==> src/hw/rtl/spisrv_pkg.sv <==
// Package for the SPI register file / servo packet block.
// Request and reply types, byte select codes and packet constants.
// No dependencies.
package spisrv_pkg;

	localparam int unsigned REG_COUNT = 128;
	localparam int unsigned ADDR_W    = 7;

	localparam logic       KIND_WRITE = 1'b0;
	localparam logic       KIND_READ  = 1'b1;

	localparam logic [6:0] TRIGGER_REG = 7'h7f;
	localparam logic [7:0] TRIGGER_CLR = 8'hfe;
	localparam logic [7:0] PKT_CMD     = 8'ha4;

	localparam logic [15:0] CONV_LOW  = 16'd800;
	localparam logic [15:0] CONV_HIGH = 16'd2200;
	localparam int unsigned DIFF_W    = 11;
	localparam int unsigned PROD_W    = 25;
	localparam logic [PROD_W-1:0] CONV_MUL = 25'd23967;
	localparam logic [7:0] CRC_POLY   = 8'h8c;

	localparam logic RTYPE_READ   = 1'b0;
	localparam logic RTYPE_PACKET = 1'b1;

	// byte sources for the reply register
	localparam logic [2:0] SEL_READ = 3'd0;
	localparam logic [2:0] SEL_CMD  = 3'd1;
	localparam logic [2:0] SEL_LEN  = 3'd2;
	localparam logic [2:0] SEL_ZERO = 3'd3;
	localparam logic [2:0] SEL_ID   = 3'd4;
	localparam logic [2:0] SEL_VHI  = 3'd5;
	localparam logic [2:0] SEL_VLO  = 3'd6;
	localparam logic [2:0] SEL_CRC  = 3'd7;

	typedef struct packed {
		logic       kind;
		logic [6:0] reg_index;
		logic [7:0] write_byte;
	} req_t;

	typedef struct packed {
		logic       result_type;
		logic [7:0] out_byte;
		logic       last_byte;
	} rsp_t;

	// controller to datapath
	typedef struct packed {
		logic       acc_rd;
		logic       acc_wr;
		logic       ch_re;
		logic       ch_hi;
		logic       cap_lo;
		logic       cap_raw;
		logic       mul_en;
		logic       out_load;
		logic [2:0] out_sel;
		logic       crc_clr;
	} cmd_t;

	// datapath to controller
	typedef struct packed {
		logic is_read;
		logic is_trig;
		logic out_free;
	} sts_t;

	// Dallas/Maxim CRC-8, reflected, one byte
	function automatic logic [7:0] crc8_step(input logic [7:0] crc, input logic [7:0] b);
		logic [7:0] c;
		c = crc ^ b;
		for (int k = 0; k < 8; k++) begin
			if (c[0]) begin
				c = (c >> 1) ^ CRC_POLY;
			end else begin
				c = c >> 1;
			end
		end
		return c;
	endfunction

endpackage

==> src/hw/rtl/spisrv_ram.sv <==
// Generic single-port-write, single-port-read RAM with registered read.
// No dependencies.
module spisrv_ram #(
	parameter int unsigned WIDTH = 8,
	parameter int unsigned DEPTH = 128
) (
	input  logic                     clk,
	input  logic                     we,
	input  logic [$clog2(DEPTH)-1:0] waddr,
	input  logic [WIDTH-1:0]         wdata,
	input  logic                     re,
	input  logic [$clog2(DEPTH)-1:0] raddr,
	output logic [WIDTH-1:0]         rdata
);

	logic [WIDTH-1:0] mem [DEPTH];
	logic [WIDTH-1:0] rdata_q;

	always_ff @(posedge clk) begin
		if (we) begin
			mem[waddr] <= wdata;
		end
		if (re) begin
			rdata_q <= mem[raddr];
		end
	end

	assign rdata = rdata_q;

endmodule

==> src/hw/rtl/spisrv_dp.sv <==
// Datapath: register file, value conversion, CRC and reply register.
// Depends on spisrv_pkg and spisrv_ram.
module spisrv_dp #(
	parameter int unsigned CHANNEL_COUNT = 8,
	parameter int unsigned CH_W          = 3
) (
	input  logic                clk,
	input  logic                arst_n,
	input  spisrv_pkg::req_t    req,
	input  spisrv_pkg::cmd_t    cmd,
	input  logic [CH_W-1:0]     ch,
	output spisrv_pkg::sts_t    sts,
	output logic                rsp_valid,
	input  logic                rsp_stall,
	output spisrv_pkg::rsp_t    rsp
);

	localparam logic [7:0] LEN_BYTE = 8'(2 + 4 * CHANNEL_COUNT);

	logic [spisrv_pkg::REG_COUNT-1:0] vld_q;
	logic                             rvld_q;
	logic [7:0]                       ram_q;
	logic [7:0]                       rd_byte;
	logic [7:0]                       lo_q;
	logic [15:0]                      raw;
	logic                             we;
	logic [7:0]                       wdata;
	logic                             re;
	logic [spisrv_pkg::ADDR_W-1:0]    raddr;
	logic [spisrv_pkg::DIFF_W-1:0]    diff_s1;
	logic                             clamp_lo_s1;
	logic                             clamp_hi_s1;
	logic [spisrv_pkg::PROD_W-1:0]    prod_s2;
	logic                             clamp_lo_s2;
	logic                             clamp_hi_s2;
	logic [15:0]                      value;
	logic [7:0]                       crc_q;
	logic [7:0]                       sel_byte;
	logic                             out_valid_q;
	spisrv_pkg::rsp_t                 out_q;
	spisrv_pkg::rsp_t                 out_d;

	assign sts.is_read  = (req.kind == spisrv_pkg::KIND_READ);
	assign sts.is_trig  = (req.reg_index == spisrv_pkg::TRIGGER_REG) && req.write_byte[0];
	assign sts.out_free = !out_valid_q || !rsp_stall;

	// register file port control
	assign we    = cmd.acc_wr;
	assign wdata = sts.is_trig ? (req.write_byte & spisrv_pkg::TRIGGER_CLR) : req.write_byte;
	assign re    = cmd.acc_rd || cmd.ch_re;
	assign raddr = cmd.acc_rd ? req.reg_index : spisrv_pkg::ADDR_W'({ch, cmd.ch_hi});

	spisrv_ram #(
		.WIDTH(8),
		.DEPTH(spisrv_pkg::REG_COUNT)
	) u_regs (
		.clk  (clk),
		.we   (we),
		.waddr(req.reg_index),
		.wdata(wdata),
		.re   (re),
		.raddr(raddr),
		.rdata(ram_q)
	);

	// entries never written read as zero
	always_ff @(posedge clk or negedge arst_n) begin
		if (!arst_n) begin
			vld_q  <= '0;
			rvld_q <= 1'b0;
		end else begin
			if (we) begin
				vld_q[req.reg_index] <= 1'b1;
			end
			if (re) begin
				rvld_q <= vld_q[raddr];
			end
		end
	end

	assign rd_byte = rvld_q ? ram_q : 8'h00;
	assign raw     = {rd_byte, lo_q};

	always_ff @(posedge clk) begin
		if (cmd.cap_lo) begin
			lo_q <= rd_byte;
		end
		if (cmd.cap_raw) begin
			diff_s1     <= spisrv_pkg::DIFF_W'(raw - spisrv_pkg::CONV_LOW);
			clamp_lo_s1 <= (raw <= spisrv_pkg::CONV_LOW);
			clamp_hi_s1 <= (raw >= spisrv_pkg::CONV_HIGH);
		end
		if (cmd.mul_en) begin
			prod_s2     <= spisrv_pkg::PROD_W'(diff_s1) * spisrv_pkg::CONV_MUL;
			clamp_lo_s2 <= clamp_lo_s1;
			clamp_hi_s2 <= clamp_hi_s1;
		end
	end

	always_comb begin
		if (clamp_hi_s2) begin
			value = 16'hffff;
		end else if (clamp_lo_s2) begin
			value = 16'h0000;
		end else begin
			value = prod_s2[24:9];
		end
	end

	always_comb begin
		unique case (cmd.out_sel)
			spisrv_pkg::SEL_READ: sel_byte = rd_byte;
			spisrv_pkg::SEL_CMD:  sel_byte = spisrv_pkg::PKT_CMD;
			spisrv_pkg::SEL_LEN:  sel_byte = LEN_BYTE;
			spisrv_pkg::SEL_ZERO: sel_byte = 8'h00;
			spisrv_pkg::SEL_ID:   sel_byte = 8'(ch) + 8'd1;
			spisrv_pkg::SEL_VHI:  sel_byte = value[15:8];
			spisrv_pkg::SEL_VLO:  sel_byte = value[7:0];
			spisrv_pkg::SEL_CRC:  sel_byte = crc_q;
			default:              sel_byte = 8'h00;
		endcase
	end

	assign out_d.result_type = (cmd.out_sel == spisrv_pkg::SEL_READ) ?
		spisrv_pkg::RTYPE_READ : spisrv_pkg::RTYPE_PACKET;
	assign out_d.out_byte    = sel_byte;
	assign out_d.last_byte   = (cmd.out_sel == spisrv_pkg::SEL_READ) ||
		(cmd.out_sel == spisrv_pkg::SEL_CRC);

	// running CRC over every packet byte but the CRC itself
	always_ff @(posedge clk or negedge arst_n) begin
		if (!arst_n) begin
			crc_q <= 8'h00;
		end else if (cmd.crc_clr) begin
			crc_q <= 8'h00;
		end else if (cmd.out_load && (cmd.out_sel != spisrv_pkg::SEL_READ) &&
			(cmd.out_sel != spisrv_pkg::SEL_CRC)) begin
			crc_q <= spisrv_pkg::crc8_step(crc_q, sel_byte);
		end
	end

	always_ff @(posedge clk or negedge arst_n) begin
		if (!arst_n) begin
			out_valid_q <= 1'b0;
		end else if (cmd.out_load) begin
			out_valid_q <= 1'b1;
		end else if (!rsp_stall) begin
			out_valid_q <= 1'b0;
		end
	end

	always_ff @(posedge clk) begin
		if (cmd.out_load) begin
			out_q <= out_d;
		end
	end

	assign rsp_valid = out_valid_q;
	assign rsp       = out_q;

endmodule

==> src/hw/rtl/spisrv_ctrl.sv <==
// Controller state machine: request acceptance and packet sequencing.
// Depends on spisrv_pkg.
module spisrv_ctrl #(
	parameter int unsigned CHANNEL_COUNT = 8,
	parameter int unsigned CH_W          = 3
) (
	input  logic             clk,
	input  logic             arst_n,
	input  logic             req_valid,
	output logic             req_stall,
	input  spisrv_pkg::sts_t sts,
	output spisrv_pkg::cmd_t cmd,
	output logic [CH_W-1:0]  ch
);

	localparam logic [3:0] S_IDLE = 4'd0;
	localparam logic [3:0] S_RD   = 4'd1;
	localparam logic [3:0] S_HDR  = 4'd2;
	localparam logic [3:0] S_RDLO = 4'd3;
	localparam logic [3:0] S_RDHI = 4'd4;
	localparam logic [3:0] S_CONV = 4'd5;
	localparam logic [3:0] S_MUL  = 4'd6;
	localparam logic [3:0] S_CH   = 4'd7;
	localparam logic [3:0] S_CRC  = 4'd8;

	localparam logic [CH_W-1:0] CH_LAST = CH_W'(CHANNEL_COUNT - 1);

	logic [3:0]      state_q, state_d;
	logic [1:0]      bidx_q, bidx_d;
	logic [CH_W-1:0] ch_q, ch_d;

	assign req_stall = (state_q != S_IDLE);
	assign ch        = ch_q;

	always_comb begin
		state_d = state_q;
		bidx_d  = bidx_q;
		ch_d    = ch_q;
		cmd     = '0;
		cmd.out_sel = spisrv_pkg::SEL_READ;
		unique case (state_q)
			S_IDLE: begin
				if (req_valid) begin
					if (sts.is_read) begin
						cmd.acc_rd = 1'b1;
						state_d    = S_RD;
					end else begin
						cmd.acc_wr = 1'b1;
						if (sts.is_trig) begin
							cmd.crc_clr = 1'b1;
							bidx_d      = 2'd0;
							ch_d        = '0;
							state_d     = S_HDR;
						end
					end
				end
			end
			S_RD: begin
				if (sts.out_free) begin
					cmd.out_load = 1'b1;
					cmd.out_sel  = spisrv_pkg::SEL_READ;
					state_d      = S_IDLE;
				end
			end
			S_HDR: begin
				unique case (bidx_q)
					2'd0:    cmd.out_sel = spisrv_pkg::SEL_CMD;
					2'd1:    cmd.out_sel = spisrv_pkg::SEL_LEN;
					default: cmd.out_sel = spisrv_pkg::SEL_ZERO;
				endcase
				if (sts.out_free) begin
					cmd.out_load = 1'b1;
					bidx_d       = bidx_q + 2'd1;
					if (bidx_q == 2'd3) begin
						state_d = S_RDLO;
					end
				end
			end
			S_RDLO: begin
				cmd.ch_re = 1'b1;
				state_d   = S_RDHI;
			end
			S_RDHI: begin
				cmd.cap_lo = 1'b1;
				cmd.ch_re  = 1'b1;
				cmd.ch_hi  = 1'b1;
				state_d    = S_CONV;
			end
			S_CONV: begin
				cmd.cap_raw = 1'b1;
				state_d     = S_MUL;
			end
			S_MUL: begin
				cmd.mul_en = 1'b1;
				bidx_d     = 2'd0;
				state_d    = S_CH;
			end
			S_CH: begin
				unique case (bidx_q)
					2'd0:    cmd.out_sel = spisrv_pkg::SEL_ID;
					2'd1:    cmd.out_sel = spisrv_pkg::SEL_ZERO;
					2'd2:    cmd.out_sel = spisrv_pkg::SEL_VHI;
					default: cmd.out_sel = spisrv_pkg::SEL_VLO;
				endcase
				if (sts.out_free) begin
					cmd.out_load = 1'b1;
					bidx_d       = bidx_q + 2'd1;
					if (bidx_q == 2'd3) begin
						if (ch_q == CH_LAST) begin
							state_d = S_CRC;
						end else begin
							ch_d    = ch_q + CH_W'(1);
							state_d = S_RDLO;
						end
					end
				end
			end
			S_CRC: begin
				cmd.out_sel = spisrv_pkg::SEL_CRC;
				if (sts.out_free) begin
					cmd.out_load = 1'b1;
					state_d      = S_IDLE;
				end
			end
			default: begin
				state_d = S_IDLE;
			end
		endcase
	end

	always_ff @(posedge clk or negedge arst_n) begin
		if (!arst_n) begin
			state_q <= S_IDLE;
			bidx_q  <= 2'd0;
			ch_q    <= '0;
		end else begin
			state_q <= state_d;
			bidx_q  <= bidx_d;
			ch_q    <= ch_d;
		end
	end

`ifndef SYNTHESIS
	a_load_when_free: assert property (@(posedge clk) disable iff (!arst_n)
		cmd.out_load |-> sts.out_free)
		else $error("reply register overwritten while still held");

	a_crc_clr_idle: assert property (@(posedge clk) disable iff (!arst_n)
		cmd.crc_clr |-> (state_q == S_IDLE) && req_valid)
		else $error("CRC cleared outside a packet trigger");

	a_crc_last_ch: assert property (@(posedge clk) disable iff (!arst_n)
		(state_q == S_CRC) |-> (ch_q == CH_LAST))
		else $error("CRC byte reached before the last channel");
`endif

endmodule

==> src/hw/rtl/spi_register_file_to_servo_packet.sv <==
// Top level of the SPI register file with servo packet generator.
// Depends on spisrv_pkg, spisrv_ctrl and spisrv_dp.
//
// Each request is one bus access to a 128-byte register file that reads as
// zero after reset (per-entry valid flags, so no clearing pass is needed).
// A read returns one reply byte (result_type 0, last_byte 1). A write stores
// the byte and gives no reply, except a write to register 127 with bit 0 set:
// that stores the byte with bit 0 cleared and sends a servo packet of
// 5 + 4*CHANNEL_COUNT bytes (result_type 1): 0xA4, the length, two zeros, then
// per channel its id, a zero and the high and low bytes of the value held in
// registers 2c/2c+1 (little endian) mapped from 800..2200 onto 0..0xFFFF with
// clamping, then a Dallas/Maxim CRC-8 byte flagged with last_byte.
// A write is stored as it is taken. A read goes through the registered RAM
// read, then the reply register once that is free. A packet holds the request
// side until its CRC byte is loaded: each channel takes two reads on the
// single RAM read port, a range check and the conversion multiply, then four
// byte loads, each of which waits while the reply register is still held.
// The reply register lets the next request be taken while the last reply
// still waits to be taken.
module spi_register_file_to_servo_packet #(
	parameter int unsigned CHANNEL_COUNT = 8
) (
	input  logic             clk,
	input  logic             arst_n,
	input  logic             req_valid,
	output logic             req_stall,
	input  spisrv_pkg::req_t req,
	output logic             rsp_valid,
	input  logic             rsp_stall,
	output spisrv_pkg::rsp_t rsp
);

	// channel counter width; one channel still needs one bit
	localparam int unsigned CH_W = (CHANNEL_COUNT > 1) ? $clog2(CHANNEL_COUNT) : 1;

	spisrv_pkg::cmd_t cmd;
	spisrv_pkg::sts_t sts;
	logic [CH_W-1:0]  ch;

	// sequence accesses and packet bytes
	spisrv_ctrl #(
		.CHANNEL_COUNT(CHANNEL_COUNT),
		.CH_W         (CH_W)
	) u_ctrl (
		.clk      (clk),
		.arst_n   (arst_n),
		.req_valid(req_valid),
		.req_stall(req_stall),
		.sts      (sts),
		.cmd      (cmd),
		.ch       (ch)
	);

	// storage, conversion, CRC and the reply register
	spisrv_dp #(
		.CHANNEL_COUNT(CHANNEL_COUNT),
		.CH_W         (CH_W)
	) u_dp (
		.clk      (clk),
		.arst_n   (arst_n),
		.req      (req),
		.cmd      (cmd),
		.ch       (ch),
		.sts      (sts),
		.rsp_valid(rsp_valid),
		.rsp_stall(rsp_stall),
		.rsp      (rsp)
	);

endmodule
==> config.mk <==
export PLATFORM = sky130hd
export DESIGN_NAME = spi_register_file_to_servo_packet
export DESIGN_NICKNAME = d
export VERILOG_FILES = /design/src/hw/rtl/spisrv_pkg.sv /design/src/hw/rtl/spisrv_ram.sv /design/src/hw/rtl/spisrv_dp.sv /design/src/hw/rtl/spisrv_ctrl.sv /design/src/hw/rtl/spi_register_file_to_servo_packet.sv
export SDC_FILE = /design/constraint.sdc
export NUM_CORES = 2
export LEC_CHECK = 0
export BUFFER_PORTS_ARGS = -buffer_cell sky130_fd_sc_hd__buf_4
export CORE_MARGIN = 2
export CORE_UTILIZATION = 41
export DETAILED_ROUTE_END_ITERATION = 10
export MAX_ROUTING_LAYER = met4
export SLEW_MARGIN = 40
export SYNTH_ARGS = -nofsm -noshare
export SYNTH_HDL_FRONTEND = slang
export SYNTH_SLANG_ARGS = --single-unit
==> constraint.sdc <==
create_clock -name clk -period 4.8 [get_ports clk]
set_input_delay 0.72 -clock clk [delete_from_list [all_inputs] [get_ports clk]]
set_output_delay 0.72 -clock clk [all_outputs]
set_load 0.02 [all_outputs]
==> metrics.md <==
| Metric | Value |
|---|---|
| Status | `complete, but fails checks` |
| Violated checks | `negative setup slack` |
| Comb power frac | `53.9%` |
| R2R setup slack | `-70 ps` |
| Cell count after synthesis | `4,352` |
| Synthesis Warnings | `0` |
| Layout cell share with drive strength beyond 1 | `16.65%` |
| Clock network power share | `20.5%` |
| Routed Antenna Nets | `0` |
| Vias in the first global route | `34,753` |
| Arrival time worst endpoint | `5470 ps` |
| Slew Limit Fails | `0` |
| Sequential Power Share | `25.7%` |
| Post-DP HPWL | `95.38 mm` |
| Unrepaired setup endpoints after global routing | `yes` |
| Num CTS Buffers | `134` |
| Drt pass-1 iters | `7` |
| Clk_lat worst skew | `760 ps` |
| Fillers | `11,418` |
| Crit end category | `register` |
| Maximum VDD drop | `2.015 mV` |
| Synthesized area per cell | `12.28 µm²` |
| Post-layout nets | `4,695` |
| FF-to-FF path depth | `18` |
| Switching part of the total | `38.55%` |
| Asr flop ratio synth | `11.97%` |
| Cell internal pwr | `31.71 mW` |
| Setup tns final | `-209.2 ps` |
| Post-synth EDFFs | `1,081` |
| Required @ worst endpoint | `5400 ps` |
| Syn nets | `4,516` |
| Most frequent cells in the layout | `nand2_1, edfxtp_1, nand3_1, buf_4, a311oi_1` |
| Pleak | `23.50 nW` |
| H-tree levels | `4` |
| Fmax | `205.2 MHz` |
| Setup violators final | `4` |
| Routed WL per cell | `23.48 µm` |
| Max-cap violations | `0` |
| Worst setup margin | `-74.07 ps` |
| Largest net degree at the start of global routing | `91` |
| DRT Wirelength | `150.0 mm` |
| Yosys top cell by area | `edfxtp_1` |
| CORE AREA | `129,500 µm²` |
| Die area | `133,300 µm²` |
| Worst-path maximum fanout | `3` |
| Syn Std Cell Area | `53,450 µm²` |
| Type of the worst setup path | `reg -> reg` |
| Clock Skew | `39.88 ps` |
| Sw power | `19.90 mW` |
| Initial Util | `41.28%` |
| RR Startpoint | `u_dp.diff_s1[4]` |
| #FFs+latches synth | `1,228` |
| Worst-case clock buffer depth | `3` |
| Slew headroom | `42.24%` |
| GR Util All Layers | `23.16%` |
| Sequential element share of the synthesized area | `67.62%` |
| CTS tree | `done` |
| Layout area overhead | `16.75%` |
| CTS clock-pin slew for the worst setup and hold paths | `60 ps` |
| Min-Delay Path Class | `in -> async` |
| Grt ovf | `0` |
| Commonest non-fill, non-tap cell in the layout | `nand2_1` |
| First-pass GRT wire length | `224.9 mm` |
| Row cnt | `132` |
| Via/cell ratio | `5.565` |
| R2R Path End | `u_dp.prod_s2[24]` |
| GP Congestion | `0.9015` |
| Post-synth cell types | `88` |
| Pwr Density | `827.1 nW/µm²` |
| Final-report hold violation count | `0` |
| Crit path launch | `u_dp.diff_s1[4]` |
| Initial antenna violation count | `4` |
| Detailed-route via count | `35,558` |
| Die W | `365.1 µm` |
| Io pins | `32` |
| CTS root buffer | `clkbuf_16` |
| # DRC | `0` |
| Tmin final | `4874 ps` |
| Final period utilization | `101.5%` |
| DRT iter0 DRCs | `3,863` |
| Critical Path Sink | `u_dp.prod_s2[24]` |
| Die H | `365.1 µm` |
| Number of I/O port buffers | `31` |
| Ranking of synthesized cells by area | `edfxtp_1, nand2_1, dfrtp_1` |
| Clock sinks | `1,228` |
| Post-layout util | `48.19%` |
| Least-Margin Pin Slew | `863.1 ps` |
| Synth top area share | `60.73%` |
| Main synth FF type | `edfxtp_1` |
| Startpoint Class | `register` |
[metal layers]
layer / track usage, % / share of wire, % / vias to the layer above / routed length, µm
met5: - / 0 / - / 0
met4: 7.698 / 2.9 / 0 / 4396
met3: 3.259 / 6.3 / 256 / 9401
met2: 35.87 / 47 / 1241 / 71230
met1: 31.60 / 43 / 17964 / 65010
li1: - / - / 16097 / -
[kinds of logic after synthesis]
family          Yosys count  share of synthesized area (%)
flops                  1228                          67.62
fa+ha+maj               144                          4.228
buf+inv                 396                          3.083
compound gates          422                          6.201
simple gates           2094                          17.48
xor+xnor                 40                         0.7772
mux                      28                         0.6133
[Yosys cell counts (all sizes together) (11+ instances only)]
cell type  instances
and2              13
and3             141
a31oi             37
nand2           1188
edfxtp          1081
o21ai             49
or2              131
nor2             156
nor4              17
nand3            354
mux2i             20
ha                83
a21oi             29
dfrtp            147
buf              135
a311oi           230
xnor2             28
o311ai            11
nor3              53
clkbuf           126
inv              135
fa                61
[layout make-up]
cell class / count / area (µm²) / area share, %
Sequential cell: 1228 / 36140 / 57.92
Multi-Input combinational cell: 2728 / 16150 / 25.87
Clock buffer: 174 / 3625 / 5.809
Timing Repair Buffer: 304 / 2849 / 4.566
Tap cell: 1742 / 2180 / 3.493
Clock inverter: 75 / 944.7 / 1.514
Inverter: 135 / 506.7 / 0.8121
Antenna cell: 4 / 10.01 / 0.01604
[power by group through the flow]
stage / Combinational (mW) / Sequential (mW) / Clock, mW
3_3_place_gp: 24.9 / 13.5 / 0
5_1_grt: 31.0 / 13.3 / 11.1
2_1_floorplan: 16.4 / 13.4 / 0
3_5_place_dp: 25.3 / 13.5 / 0
6_report: 27.8 / 13.2 / 10.6
4_1_cts: 26.5 / 13.2 / 10.7
[state kept, by name, summed over array words and instances, names as in the netlist, 2 cells and up]
register and cells:
u_ctrl.bidx_q 2, u_dp.lo_q 8, u_dp.rsp 10, u_dp.u_regs.rdata 8
u_ctrl.ch 3, u_dp.diff_s1 11, u_dp.crc_q 8, u_ctrl.state_q 4
u_dp.vld_q 128, u_dp.u_regs.mem 1024, u_dp.prod_s2 16
[worst min path at each step]
stage	slack (ps)	end	start
global placement	410	u_dp.clamp_lo_s2	u_dp.clamp_lo_s1
global route	390	u_dp.vld_q[55]	arst_n
detailed placement	410	u_dp.clamp_lo_s2	u_dp.clamp_lo_s1
CTS	360	u_dp.rsp_valid	rsp_stall
floorplan	400	u_dp.clamp_hi_s2	u_dp.clamp_hi_s1
finish	400	u_dp.vld_q[55]	arst_n
[metrics by stage]
stage / area, µm² / setup slack (ps) / cells / total power, mW / hold slack [ps]
2_1_floorplan: 53480 / 4.281 / 4352 / 29.74 / 400.3
3_3_place_gp: 57290 / -227.3 / 6124 / 38.37 / 408.8
3_5_place_dp: 57410 / -246.6 / 6127 / 38.72 / 407.9
4_1_cts: 62130 / -54.41 / 6381 / 50.48 / 363.9
5_1_grt: 62400 / -236.6 / 6390 / 55.33 / 387.3
6_report: 62400 / -74.07 / 6390 / 51.61 / 396.9
[timing repair]
item                                    in CTS  in global routing
hold buffers                                 1                  0
pin swaps                                   18                 17
endpoints found under the setup margin       7                 11
resized for setup                           22                 16
buffers inserted                             4                  4
gates cloned                                 0                  0
endpoints found under the hold margin        1                  0
[worst max-delay path, cell delays in order (launching register included)]
cell	delay, ps
edfxtp_1	460
fa_2	680
buf_4	150
ha_4	180
ha_1	270
inv_1	50
fa_1	500
inv_1	40
ha_1	250
and4b_1	170
o21a_1	170
o21a_1	180
o2111a_1	260
o311ai_2	230
buf_4	190
a211oi_4	80
or3_4	390
a2111o_1	370
o211ai_1	90
Note: power is estimated with default switching activity, not from simulation.
